**config.mk**
```make
export PLATFORM = sky130hd
export DESIGN_NAME = sm3_hash_engine_flat
export DESIGN_NICKNAME = d
export VERILOG_FILES = /design/src/sv/sm3_pkg.sv /design/src/sv/sm3_if.sv /design/src/sv/sm3_hash_engine.sv /design/src/sv/sm3_datapath.sv /design/src/sv/sm3_ctrl.sv /design/src/flat_wrapper.sv
export VERILOG_INCLUDE_DIRS = /design/src /design/src/sv
export SDC_FILE = /design/constraint.sdc
export NUM_CORES = 2
export LEC_CHECK = 0
export ABC_AREA = 1
export ABC_CLOCK_PERIOD_IN_PS = 13900
export BUFFER_PORTS_ARGS = -buffer_cell sky130_fd_sc_hd__buf_4
export CORE_UTILIZATION = 45
export CTS_CLUSTER_SIZE = 16
export DETAILED_ROUTE_END_ITERATION = 6
export GPL_ROUTABILITY_DRIVEN = 0
export GPL_TIMING_DRIVEN = 0
export SKIP_CTS_REPAIR_TIMING = 1
export SYNTH_ARGS = -nofsm -noshare
export SYNTH_HDL_FRONTEND = slang
export SYNTH_SLANG_ARGS = --single-unit
```
**constraint.sdc**
```tcl
create_clock -name clk -period 13.9 [get_ports clk]
set_input_delay 2.085 -clock clk [delete_from_list [all_inputs] [get_ports clk]]
set_output_delay 2.085 -clock clk [all_outputs]
set_load 0.03 [all_outputs]
```
**src/sv/assert_macros.svh**
```systemverilog
// Assertion helpers used by the RTL controller.
`ifndef ASSERT_MACROS_SVH
`define ASSERT_MACROS_SVH

`ifndef NO_ASSERTIONS

`define SM3_ASSERT(lbl, clk, rst_n, prop, msg) \
  lbl: assert property (@(posedge clk) disable iff (!rst_n) prop) \
    else $error(msg);

`define SM3_ASSERT_NEVER(lbl, clk, rst_n, cond, msg) \
  lbl: assert property (@(posedge clk) disable iff (!rst_n) !(cond)) \
    else $error(msg);

`else

`define SM3_ASSERT(lbl, clk, rst_n, prop, msg)

`define SM3_ASSERT_NEVER(lbl, clk, rst_n, cond, msg)

`endif

`endif

```
**src/sv/sm3_pkg.sv**
```systemverilog
`timescale 1ns / 1ps

package sm3_pkg;

  typedef logic [31:0] word_t;
  typedef logic [2:0]  bcount_t;
  typedef logic [63:0] blen_t;

  localparam word_t SM3_IV [8] = '{
    32'h7380166f, 32'h4914b2b9, 32'h172442d7, 32'hda8a0600,
    32'ha96f30bc, 32'h163138aa, 32'he38dee4d, 32'hb0fb0e4e
  };

  localparam word_t   T_LOW     = 32'h79CC4519;
  localparam word_t   T_HIGH    = 32'h7A879D8A;
  localparam word_t   PAD_WORD  = 32'h80000000;
  localparam logic [7:0] PAD_BYTE = 8'h80;
  localparam bcount_t FULL_WORD = 3'd4;

  // source of the word shifted into the block window
  typedef enum logic [2:0] {
    SEL_IN,
    SEL_TAIL,
    SEL_PAD80,
    SEL_ZERO,
    SEL_LEN_HI,
    SEL_LEN_LO
  } word_sel_t;

  typedef struct packed {
    logic      push;
    word_sel_t sel;
    logic      add_len;
    logic      clr_len;
    logic      load;
    logic      round;
    logic      early;
    logic      t_switch;
    logic      fold;
    logic      out_shift;
    logic [2:0] out_idx;
  } dp_cmd_t;

  function automatic word_t rotl(word_t x, int unsigned n);
    return (x << n) | (x >> (32 - n));
  endfunction

  function automatic word_t perm0(word_t x);
    return x ^ rotl(x, 9) ^ rotl(x, 17);
  endfunction

  function automatic word_t perm1(word_t x);
    return x ^ rotl(x, 15) ^ rotl(x, 23);
  endfunction

  // bytes the beat adds to the message; only a last beat may be short
  function automatic bcount_t eff_count(bcount_t bc, logic last);
    if (!last || bc > FULL_WORD) begin
      return FULL_WORD;
    end
    return bc;
  endfunction

  // short last word: keep the valid bytes, append the 0x80 marker
  function automatic word_t tail_word(word_t w, bcount_t cnt);
    word_t res;
    unique case (cnt)
      3'd0:    res = PAD_WORD;
      3'd1:    res = {w[31:24], PAD_BYTE, 16'h0000};
      3'd2:    res = {w[31:16], PAD_BYTE, 8'h00};
      3'd3:    res = {w[31:8], PAD_BYTE};
      default: res = w;
    endcase
    return res;
  endfunction

endpackage

```
**src/sv/sm3_if.sv**
```systemverilog
`timescale 1ns / 1ps

interface sm3_in_if import sm3_pkg::*; ();
  logic    valid;
  logic    ready;
  word_t   message_word;
  bcount_t byte_count;
  logic    is_last;

  modport source(output valid, output message_word, output byte_count, output is_last,
                 input ready);
  modport sink(input valid, input message_word, input byte_count, input is_last,
               output ready);
endinterface

interface sm3_out_if import sm3_pkg::*; ();
  logic  valid;
  logic  ready;
  word_t digest_word;
  logic  digest_last;

  modport source(output valid, output digest_word, output digest_last, input ready);
  modport sink(input valid, input digest_word, input digest_last, output ready);
endinterface

```
**src/sv/sm3_hash_engine.sv**
```systemverilog
`timescale 1ns / 1ps

// SM3 hash engine. Message beats are 32-bit big-endian words; the beat marked
// is_last carries 0..4 valid bytes (left aligned) and the engine appends the
// 0x80 marker, zero fill and 64-bit bit length itself, then returns the 256-bit
// digest as eight beats, word 0 first, digest_last on the eighth. A beat that
// completes a 16-word block starts a compression on the single shared round
// unit, one round at a time, and no input is taken until it finishes. After
// the last beat the engine pushes the padding words up to the block end and
// compresses each padded block (one or two), then sends the eight digest
// beats; no input is taken until the digest has been delivered.

module sm3_hash_engine import sm3_pkg::*; (
  input  logic       clk,
  input  logic       rst_n,
  sm3_in_if.sink     in_bus,
  sm3_out_if.source  out_bus
);

  dp_cmd_t cmd;

  sm3_ctrl u_ctrl (
    .clk       (clk),
    .rst_n     (rst_n),
    .in_valid  (in_bus.valid),
    .in_count  (in_bus.byte_count),
    .in_last   (in_bus.is_last),
    .in_ready  (in_bus.ready),
    .out_valid (out_bus.valid),
    .out_last  (out_bus.digest_last),
    .out_ready (out_bus.ready),
    .cmd       (cmd)
  );

  sm3_datapath u_datapath (
    .clk         (clk),
    .rst_n       (rst_n),
    .cmd         (cmd),
    .in_word     (in_bus.message_word),
    .in_count    (in_bus.byte_count),
    .in_last     (in_bus.is_last),
    .digest_word (out_bus.digest_word)
  );

endmodule

```
**src/sv/sm3_datapath.sv**
```systemverilog
`timescale 1ns / 1ps

module sm3_datapath import sm3_pkg::*; (
  input  logic    clk,
  input  logic    rst_n,
  input  dp_cmd_t cmd,
  input  word_t   in_word,
  input  bcount_t in_count,
  input  logic    in_last,
  output word_t   digest_word
);

  word_t   win_r   [16];
  word_t   reg_r   [8];
  word_t   reg_nxt [8];
  word_t   chain_r [8];
  word_t   tj_r;
  blen_t   blen_r;

  bcount_t cnt;
  word_t   push_word;
  word_t   w_exp;
  word_t   a12, ss1, ss2, ff, gg, tt1, tt2;

  assign cnt = eff_count(in_count, in_last);

  always_comb begin
    unique case (cmd.sel)
      SEL_IN:     push_word = in_word;
      SEL_TAIL:   push_word = tail_word(in_word, cnt);
      SEL_PAD80:  push_word = PAD_WORD;
      SEL_ZERO:   push_word = '0;
      SEL_LEN_HI: push_word = blen_r[63:32];
      SEL_LEN_LO: push_word = blen_r[31:0];
      default:    push_word = '0;
    endcase
  end

  // window holds W[j..j+15]; next expanded word W[j+16]
  assign w_exp = perm1(win_r[0] ^ win_r[7] ^ rotl(win_r[13], 15))
                 ^ rotl(win_r[3], 7) ^ win_r[10];

  always_comb begin
    a12 = rotl(reg_r[0], 12);
    ss1 = rotl(a12 + reg_r[4] + tj_r, 7);
    ss2 = ss1 ^ a12;
    if (cmd.early) begin
      ff = reg_r[0] ^ reg_r[1] ^ reg_r[2];
      gg = reg_r[4] ^ reg_r[5] ^ reg_r[6];
    end else begin
      ff = (reg_r[0] & reg_r[1]) | (reg_r[0] & reg_r[2]) | (reg_r[1] & reg_r[2]);
      gg = (reg_r[4] & reg_r[5]) | (~reg_r[4] & reg_r[6]);
    end
    tt1 = ff + reg_r[3] + ss2 + (win_r[0] ^ win_r[4]);
    tt2 = gg + reg_r[7] + ss1 + win_r[0];
    reg_nxt[0] = tt1;
    reg_nxt[1] = reg_r[0];
    reg_nxt[2] = rotl(reg_r[1], 9);
    reg_nxt[3] = reg_r[2];
    reg_nxt[4] = perm0(tt2);
    reg_nxt[5] = reg_r[4];
    reg_nxt[6] = rotl(reg_r[5], 19);
    reg_nxt[7] = reg_r[6];
  end

  always_ff @(posedge clk) begin
    if (cmd.push) begin
      for (int i = 0; i < 15; i++) begin
        win_r[i] <= win_r[i+1];
      end
      win_r[15] <= push_word;
    end else if (cmd.round) begin
      for (int i = 0; i < 15; i++) begin
        win_r[i] <= win_r[i+1];
      end
      win_r[15] <= w_exp;
    end

    if (cmd.load) begin
      for (int i = 0; i < 8; i++) begin
        reg_r[i] <= chain_r[i];
      end
      tj_r <= T_LOW;
    end else if (cmd.round) begin
      for (int i = 0; i < 8; i++) begin
        reg_r[i] <= reg_nxt[i];
      end
      // rotl(T, j mod 32) tracked one bit per round
      tj_r <= cmd.t_switch ? rotl(T_HIGH, 16) : rotl(tj_r, 1);
    end
  end

  always_ff @(posedge clk) begin
    if (!rst_n) begin
      for (int i = 0; i < 8; i++) begin
        chain_r[i] <= SM3_IV[i];
      end
      blen_r <= '0;
    end else begin
      if (cmd.round && cmd.fold) begin
        for (int i = 0; i < 8; i++) begin
          chain_r[i] <= chain_r[i] ^ reg_nxt[i];
        end
      end else if (cmd.out_shift) begin
        // digest leaves from word 0; IV refills from the back
        for (int i = 0; i < 7; i++) begin
          chain_r[i] <= chain_r[i+1];
        end
        chain_r[7] <= SM3_IV[cmd.out_idx];
      end

      if (cmd.clr_len) begin
        blen_r <= '0;
      end else if (cmd.add_len) begin
        blen_r <= blen_r + {58'd0, cnt, 3'b000};
      end
    end
  end

  assign digest_word = chain_r[0];

endmodule

```
**src/sv/sm3_ctrl.sv**
```systemverilog
`timescale 1ns / 1ps
`include "assert_macros.svh"

module sm3_ctrl import sm3_pkg::*; (
  input  logic    clk,
  input  logic    rst_n,
  input  logic    in_valid,
  input  bcount_t in_count,
  input  logic    in_last,
  output logic    in_ready,
  output logic    out_valid,
  output logic    out_last,
  input  logic    out_ready,
  output dp_cmd_t cmd
);

  typedef enum logic [5:0] {
    ST_IDLE  = 6'b000001,
    ST_P80   = 6'b000010,
    ST_PADZ  = 6'b000100,
    ST_PADLO = 6'b001000,
    ST_COMP  = 6'b010000,
    ST_OUT   = 6'b100000
  } state_t;

  state_t     state_r, state_nxt;
  state_t     ret_r, ret_nxt;
  state_t     st_after;
  logic [3:0] idx_r, idx_nxt;
  logic [5:0] rnd_r, rnd_nxt;
  logic [2:0] ocnt_r, ocnt_nxt;
  bcount_t    cnt;

  assign cnt = eff_count(in_count, in_last);

  always_comb begin
    state_nxt = state_r;
    ret_nxt   = ret_r;
    idx_nxt   = idx_r;
    rnd_nxt   = rnd_r;
    ocnt_nxt  = ocnt_r;
    cmd       = '0;
    cmd.sel   = SEL_ZERO;
    cmd.out_idx = ocnt_r;
    in_ready  = 1'b0;
    out_valid = 1'b0;
    out_last  = 1'b0;
    st_after  = ST_IDLE;
    if (in_last) begin
      st_after = (cnt == FULL_WORD) ? ST_P80 : ST_PADZ;
    end

    unique case (state_r)
      ST_IDLE: begin
        in_ready = 1'b1;
        if (in_valid) begin
          cmd.push    = 1'b1;
          cmd.add_len = 1'b1;
          cmd.sel     = (in_last && cnt != FULL_WORD) ? SEL_TAIL : SEL_IN;
          idx_nxt     = idx_r + 4'd1;
          if (idx_r == '1) begin
            cmd.load  = 1'b1;
            ret_nxt   = st_after;
            state_nxt = ST_COMP;
          end else begin
            state_nxt = st_after;
          end
        end
      end
      ST_P80: begin
        cmd.push = 1'b1;
        cmd.sel  = SEL_PAD80;
        idx_nxt  = idx_r + 4'd1;
        if (idx_r == '1) begin
          cmd.load  = 1'b1;
          ret_nxt   = ST_PADZ;
          state_nxt = ST_COMP;
        end else begin
          state_nxt = ST_PADZ;
        end
      end
      ST_PADZ: begin
        cmd.push = 1'b1;
        idx_nxt  = idx_r + 4'd1;
        if (idx_r == 4'd14) begin
          cmd.sel   = SEL_LEN_HI;
          state_nxt = ST_PADLO;
        end else if (idx_r == '1) begin
          // marker took slot 14, no room for the length: zero-fill and run another block
          cmd.load  = 1'b1;
          ret_nxt   = ST_PADZ;
          state_nxt = ST_COMP;
        end
      end
      ST_PADLO: begin
        cmd.push    = 1'b1;
        cmd.sel     = SEL_LEN_LO;
        cmd.clr_len = 1'b1;
        cmd.load    = 1'b1;
        idx_nxt     = idx_r + 4'd1;
        ret_nxt     = ST_OUT;
        state_nxt   = ST_COMP;
      end
      ST_COMP: begin
        cmd.round    = 1'b1;
        cmd.early    = (rnd_r < 6'd16);
        cmd.t_switch = (rnd_r == 6'd15);
        cmd.fold     = (rnd_r == '1);
        rnd_nxt      = rnd_r + 6'd1;
        if (rnd_r == '1) begin
          state_nxt = ret_r;
        end
      end
      ST_OUT: begin
        out_valid = 1'b1;
        out_last  = (ocnt_r == '1);
        if (out_ready) begin
          cmd.out_shift = 1'b1;
          ocnt_nxt      = ocnt_r + 3'd1;
          if (ocnt_r == '1) begin
            state_nxt = ST_IDLE;
          end
        end
      end
      default: begin
        state_nxt = ST_IDLE;
      end
    endcase
  end

  always_ff @(posedge clk) begin
    if (!rst_n) begin
      state_r <= ST_IDLE;
      ret_r   <= ST_IDLE;
      idx_r   <= '0;
      rnd_r   <= '0;
      ocnt_r  <= '0;
    end else begin
      state_r <= state_nxt;
      ret_r   <= ret_nxt;
      idx_r   <= idx_nxt;
      rnd_r   <= rnd_nxt;
      ocnt_r  <= ocnt_nxt;
    end
  end

  `SM3_ASSERT_NEVER(a_no_overlap, clk, rst_n, in_ready && out_valid, "input and output open together")
  `SM3_ASSERT(a_len_lo_slot, clk, rst_n, (cmd.push && cmd.sel == SEL_LEN_LO) |-> (idx_r == '1), "length low word not in last slot")
  `SM3_ASSERT(a_comp_ends, clk, rst_n, (state_r == ST_COMP && rnd_r == '1) |=> (state_r != ST_COMP), "compression overran 64 rounds")
  `SM3_ASSERT(a_msg_done, clk, rst_n, (out_valid && out_ready && out_last) |=> (state_r == ST_IDLE && idx_r == '0), "message not closed after digest")

endmodule
```
**src/flat_wrapper.sv**
```systemverilog
// flat-port wrapper written by rule: the top's interface ports become plain ports
module sm3_hash_engine_flat import sm3_pkg::*;
  (clk, rst_n, in_bus_valid, in_bus_message_word, in_bus_byte_count, in_bus_is_last, in_bus_ready, out_bus_valid, out_bus_digest_word, out_bus_digest_last, out_bus_ready);
  sm3_in_if in_bus_i ();
  sm3_out_if out_bus_i ();
  input  logic clk;
  input  logic rst_n;
  input wire logic [$bits(in_bus_i.valid)-1:0] in_bus_valid;
  input wire logic [$bits(in_bus_i.message_word)-1:0] in_bus_message_word;
  input wire logic [$bits(in_bus_i.byte_count)-1:0] in_bus_byte_count;
  input wire logic [$bits(in_bus_i.is_last)-1:0] in_bus_is_last;
  output wire logic [$bits(in_bus_i.ready)-1:0] in_bus_ready;
  output wire logic [$bits(out_bus_i.valid)-1:0] out_bus_valid;
  output wire logic [$bits(out_bus_i.digest_word)-1:0] out_bus_digest_word;
  output wire logic [$bits(out_bus_i.digest_last)-1:0] out_bus_digest_last;
  input wire logic [$bits(out_bus_i.ready)-1:0] out_bus_ready;
  assign in_bus_i.valid = in_bus_valid;
  assign in_bus_i.message_word = in_bus_message_word;
  assign in_bus_i.byte_count = in_bus_byte_count;
  assign in_bus_i.is_last = in_bus_is_last;
  assign in_bus_ready = in_bus_i.ready;
  assign out_bus_valid = out_bus_i.valid;
  assign out_bus_digest_word = out_bus_i.digest_word;
  assign out_bus_digest_last = out_bus_i.digest_last;
  assign out_bus_i.ready = out_bus_ready;
  sm3_hash_engine u_core (.clk(clk), .rst_n(rst_n), .in_bus(in_bus_i), .out_bus(out_bus_i));
endmodule
```
* Word level (Yosys, flattened, before mapping)
Memories as Yosys holds them, arrays and structs flattened.
Index checks and enable logic that the tools add are counted.
** Storage, ports and cells
- Register bits :: 121
- RAM bits :: 1024
- Memory bits (read-only) :: 256
- Output and inout port bits :: 35
- Memories :: 4
** Memories
- u_core.u_datapath.win_r :: words 16, width 32, rd ports 16, clocked after memory_dff 0, write ports 16, line sm3_datapath.sv:13 : word_t win_r [16];
- (name not given) :: words 8, width 32, rd ports 1, clocked after memory_dff 0, write ports 0, line sm3_datapath.sv:109 : chain_r[7] <= SM3_IV[cmd.out_idx];
- u_core.u_datapath.chain_r :: words 8, width 32, rd ports 8, clocked after memory_dff 0, write ports 8, line sm3_datapath.sv:16 : word_t chain_r [8];
- u_core.u_datapath.reg_r :: words 8, width 32, rd ports 8, clocked after memory_dff 0, write ports 8, line sm3_datapath.sv:14 : word_t reg_r [8];
** Operators by class
- Add/subtract/negate cells :: 12
- Magnitude comparators :: 3
- Equality and inequality tests :: 27
- Multiplexer cells :: 101
- Bitwise logic cells :: 84
- Reduce and logical (&&, ||, !) cells :: 14
** Operator list (count)
- 32-bit two-way mux :: 45
- 32-bit bitwise XOR :: 22
- 32-bit adder :: 8
- 32-bit AND :: 5
- 32-bit case mux with 5 select lines :: 1
- 32-bit case mux with 4 select lines :: 1
- 32-bit bitwise OR :: 3
- 6-bit two-way mux :: 11
- 64-bit by 6-bit adder with 64-bit output :: 1
- 32-bit by 15-bit bitwise OR with 32-bit output :: 2
- 32-bit by 7-bit bitwise OR with 32-bit output :: 2
- 32-bit by 9-bit bitwise OR with 32-bit output :: 2
- 1-bit bitwise OR :: 40
- 6-bit case mux with 6 select lines :: 1
- 32-bit inverter :: 1
- 32-bit by 1-bit bitwise OR with 32-bit output :: 1
- 32-bit by 12-bit bitwise OR with 32-bit output :: 1
- 32-bit by 17-bit bitwise OR with 32-bit output :: 1
- 32-bit by 19-bit bitwise OR with 32-bit output :: 1
- 32-bit by 23-bit bitwise OR with 32-bit output :: 1
- 1-bit two-way mux :: 29
- 6-bit case mux with 4 select lines :: 1
- 4-bit case mux with 4 select lines :: 1
- 3-bit two-way mux :: 5
- 35 further kinds :: 55

* Longest topological paths before layout
An unclocked memory read counts as a cell.
- Depth after elaboration :: 14
- Gate-level depth with buffers :: 40
- Depth with buffers taken out :: 40

* By module
Synthesis repeated with hierarchy kept, for this count alone.
** Second synthesis, totals
- Cells, all modules :: 5858
- Area, all modules :: 60605.6 um2
** Modules (own cells, without submodules)
- sm3_datapath :: times used 1, cells each 5637, area an instance 59107.9 um2, sequential area each 32601.3 um2
- sm3_ctrl :: times used 1, cells each 221, area an instance 1497.7 um2, sequential area each 460.4 um2

* Least setup slack after synthesis
Ideal clock, no wire load.
- Path type :: in2reg
- From :: input port in_bus_valid
- To :: memory u_core.u_datapath.win_r[0][0] (netlist name), enable pin
- Data arrival time :: 11.269 ns
- Data required time :: 10.267 ns
- Setup slack :: -1.003 ns
- Stages on the path :: 6
- Buffers on the path :: 2
- Cell sequence :: inv_1 nor2_4 nor2_1 buf_2 buf_1 nand2_1
** RTL lines
- start, declared :: line flat_wrapper.sv:8 : input wire logic [$bits(in_bus_i.valid)-1:0] in_bus_valid;
- end, declared :: line sm3_datapath.sv:13

==> flow_summary.ini <==
[layout]
utilization = 0.5112
fin_area_um2 = 67550
areaGrowthSynthToFinish_pct = 12.26
finalNonFillerCells = 7910
layout.nets = 6382
drive_above_1_share = 0.06553

[global_route]
grt_pass1_wl_mm = 309.8
grt_usage = 0.3268
grt_max_degree = 131
grt-ovfl-total = 0
antenna_found_initial = 11
grt_pass1_vias = 42384

[sta]
maxSlewHeadroom = 0.01183
fin_crit_ps = 8419
fmax_ghz = 0.1188
min_period_over_period = 0.6056
rsz0062_at_grt = false
slew_viol_final = 0
setup_viol = 0
worst_pin_slew_ps = 1472
setup_tns_ps = 0
setup_ws_ps = 5481
hold_violations = 0
skew_ps = 53.57

[drt]
dr.pass1.iters = 7
wl_per_cell_um = 28.10
ant_nets = 0
drc = 1
drt-total-wl_mm = 222.3
avgViaCountPerCell = 5.828
vias = 46097
drt_iter0_drc = 7652

[floorplan]
start_util = 0.4554
die_x_um = 367.7
io_pins = 75
core.rowCount = 133
core-area_um2 = 132100
die-height_um = 367.7
die_area_um2 = 135200

[worst_setup_path]
arrival_ps = 8970
start_kind = flop
cpMostUsedCell = nand2_1
cpPeakStageDelay_ps = 790
crit_path_max_fanout = 5
crit_slowest_cell = xor2_1
end_kind = flop
worstSetupPathType = flop to flop
startpoint = u_core.u_datapath.reg_r[0][9]
r2r.worst_path.cells = 31
timing.rr.start = u_core.u_datapath.reg_r[0][9]
critPathRequiredTime_ps = 14460

[synthesis]
ys_types = 59
ys_ff_latch = 1140
seq_area_frac_synth = 0.5494
syn_avg_cell_area_um2 = 10.32
yosys_warnings = 0
postSynthCellCount = 5828
async_reset_ff_frac = 0
synth_top_flop_cell = edfxtp_1
synth_edf_count = 1023
synth.cell_area_um2 = 60170
syn_nets = 6160

[power_and_ir_drop]
combPwrFrac = 0.288
power_density_nw_per_um2 = 162.5
p_clk_frac = 0.315
switchingPower_w = 0.003947
p_int_w = 0.007027
p_leak_nw = 26.43
irDropWorstVdd_mv = 0.1231
power.share.switching = 0.3597
seqPwrFrac = 0.397

[clocking]
cts_max_path_buffers = 3
htreeDepth = 4
cts_buffers = 133
cts_tree = yes
cts_sinks = 1140
path_clk_slew_ps = 60
cts_root_buffer = clkbuf_16
clock_latency_ps = 810

[place]
postPlaceCellArea_um2 = 63300
pre_cts_ws_ps = 5927
dp.cells = 7669
portBuffers = 74
dp_hpwl_mm = 168.4

[run_status]
status = finished with violations
violations = DRC, capacitance limit

[run]
maxCapViolCount = 1

[min_path]
hold_path_class = flop to flop
min_from = u_core.u_datapath.win_r[0][168]
whs_path_depth = 0
==> metrics by stage <==
step           hold slack [ps]  power (W)
6_report                 399.5    0.01097
3_5_place_dp             404.5   0.007456
3_3_place_gp             400.1   0.007508
5_1_grt                  406.5    0.01142
4_1_cts                  405.8    0.01089
2_1_floorplan            400.3   0.006485
==> logic make-up (layout without fill, tap and decap cells) <==
| logic type | count (synthesis) | after routing | share of synthesized area |
|---|---|---|---|
| xor+xnor | 517 | 517 | 0.07538 |
| compound gates | 926 | 926 | 0.08679 |
| buf+inv | 972 | 1294 | 0.06317 |
| other cells | 0 | 5 | 0 |
| mux | 32 | 32 | 0.005323 |
| simple gates | 1949 | 1949 | 0.1356 |
| flops | 1140 | 1140 | 0.5494 |
| fa+ha+maj | 292 | 292 | 0.08430 |
==> cells in the mapped netlist, types with 3 or more instances <==
master | count | share of area
nand2_1 | 1221 | 0.076
edfxtp_1 | 1023 | 0.51
inv_1 | 776 | 0.048
o21ai_0 | 384 | 0.032
xor2_1 | 315 | 0.046
nor2_1 | 289 | 0.018
a21oi_1 | 272 | 0.023
nand3_1 | 201 | 0.017
xnor2_1 | 201 | 0.029
fa_1 | 189 | 0.063
o22ai_1 | 142 | 0.015
dfxtp_1 | 117 | 0.039
clkbuf_1 | 112 | 0.0070
nor3_1 | 109 | 0.0091
ha_1 | 103 | 0.021
nand4_1 | 37 | 0.0038
buf_4 | 32 | 0.0040
mux2i_1 | 32 | 0.0053
a32o_1 | 31 | 0.0052
or2_2 | 31 | 0.0032
buf_2 | 26 | 0.0022
a31oi_1 | 17 | 0.0018
buf_1 | 14 | 0.00087
nor4_1 | 14 | 0.0015
o32ai_1 | 12 | 0.0017
o21bai_1 | 11 | 0.0014
nor2_4 | 10 | 0.0019
a21o_1 | 9 | 0.0011
o211ai_1 | 9 | 0.0011
inv_2 | 8 | 0.00050
nor2_2 | 6 | 0.00062
o21a_1 | 6 | 0.00075
o221ai_1 | 6 | 0.00087
a21boi_0 | 5 | 0.00062
a221oi_1 | 5 | 0.00073
nor3_2 | 5 | 0.00083
clkinv_1 | 4 | 0.00025
nand3b_1 | 4 | 0.00050
o2111ai_1 | 4 | 0.00058
a32oi_1 | 3 | 0.00044
and3_1 | 3 | 0.00031
nand2_2 | 3 | 0.00031
nand2b_1 | 3 | 0.00031
nor3b_1 | 3 | 0.00037
o21ai_1 | 3 | 0.00025
==> cell type report <==
cell class	instances	area, um2
multi-input combinational	3716	23350
sequential	1140	33060
fill	11904	64580
antenna	5	12.51
buffer	184	847.1
inverter	788	2958
timing repair buffer	87	897.1
tap	1755	2196
clock buffer	173	3540
clock inverter	62	688.2
==> critical path: cells and delay by family, from the launching register on <==
kind / cells / cell delay [ps]
simple gates: 18 / 2690
compound gates: 5 / 1410
fa+ha+maj: 5 / 2350
xor+xnor: 1 / 790
flops: 1 / 760
buf+inv: 2 / 130
==> placed cells by master, fill, tap and decap left out, drive strengths merged, types with 3 or more instances in the layout <==
cell     instances
a21boi           5
a21o             9
a21oi          272
a221oi           5
a31oi           17
a32o            31
a32oi            3
and3             3
buf            159
bufinv           5
clkbuf         285
clkinv          52
dfxtp          117
diode            5
edfxtp        1023
fa             189
ha             103
inv            792
mux2i           32
nand2         1224
nand2b           3
nand3          202
nand3b           4
nand4           40
nor2           305
nor3           114
nor3b            3
nor4            15
o2111ai          4
o211ai           9
o21a             6
o21ai          387
o21bai          11
o221ai           6
o22ai          142
o32ai           12
or2             34
xnor2          201
xor2           316
==> sequential cells by signal, summed over array words and instances (netlist names) <==
name	cells
u_core.u_ctrl.state_r	6
u_core.u_datapath.blen_r	61
u_core.u_datapath.tj_r	32
u_core.u_datapath.win_r	512
u_core.u_ctrl.idx_r	4
u_core.u_ctrl.ret_r	4
u_core.u_ctrl.rnd_r	6
u_core.u_ctrl.ocnt_r	3
u_core.u_datapath.chain_r	256
u_core.u_datapath.reg_r	256
==> final timing paths <==
kind | slack [ps] | end
setup reg to reg | 5480 | u_core.u_datapath.chain_r[0][31]
setup / recovery | 5480 | u_core.u_datapath.chain_r[0][31]
hold / removal | 400 | u_core.u_datapath.win_r[0][136]
hold reg to reg | 400 | u_core.u_datapath.win_r[0][136]
==> power groups by stage <==
stage                     Combinational, W  Clock, W  Sequential (W)
after floorplan                    0.00207         0         0.00441
after global placement             0.00299         0         0.00452
after detailed placement           0.00303         0         0.00442
after CTS                          0.00306   0.00348         0.00436
after global routing               0.00343   0.00360         0.00438
final                              0.00316   0.00345         0.00436
==> metal layers <==
metal	routed length, um	track usage	vias to the layer above	part of all wire
li1	-	-	20047	-
met1	83530	0.4299	22179	0.38
met2	91300	0.4628	3176	0.41
met3	29910	0.1006	685	0.13
met4	17480	0.2179	10	0.079
met5	68	0	-	0.00031
Note: power is estimated with default switching activity, not from simulation.
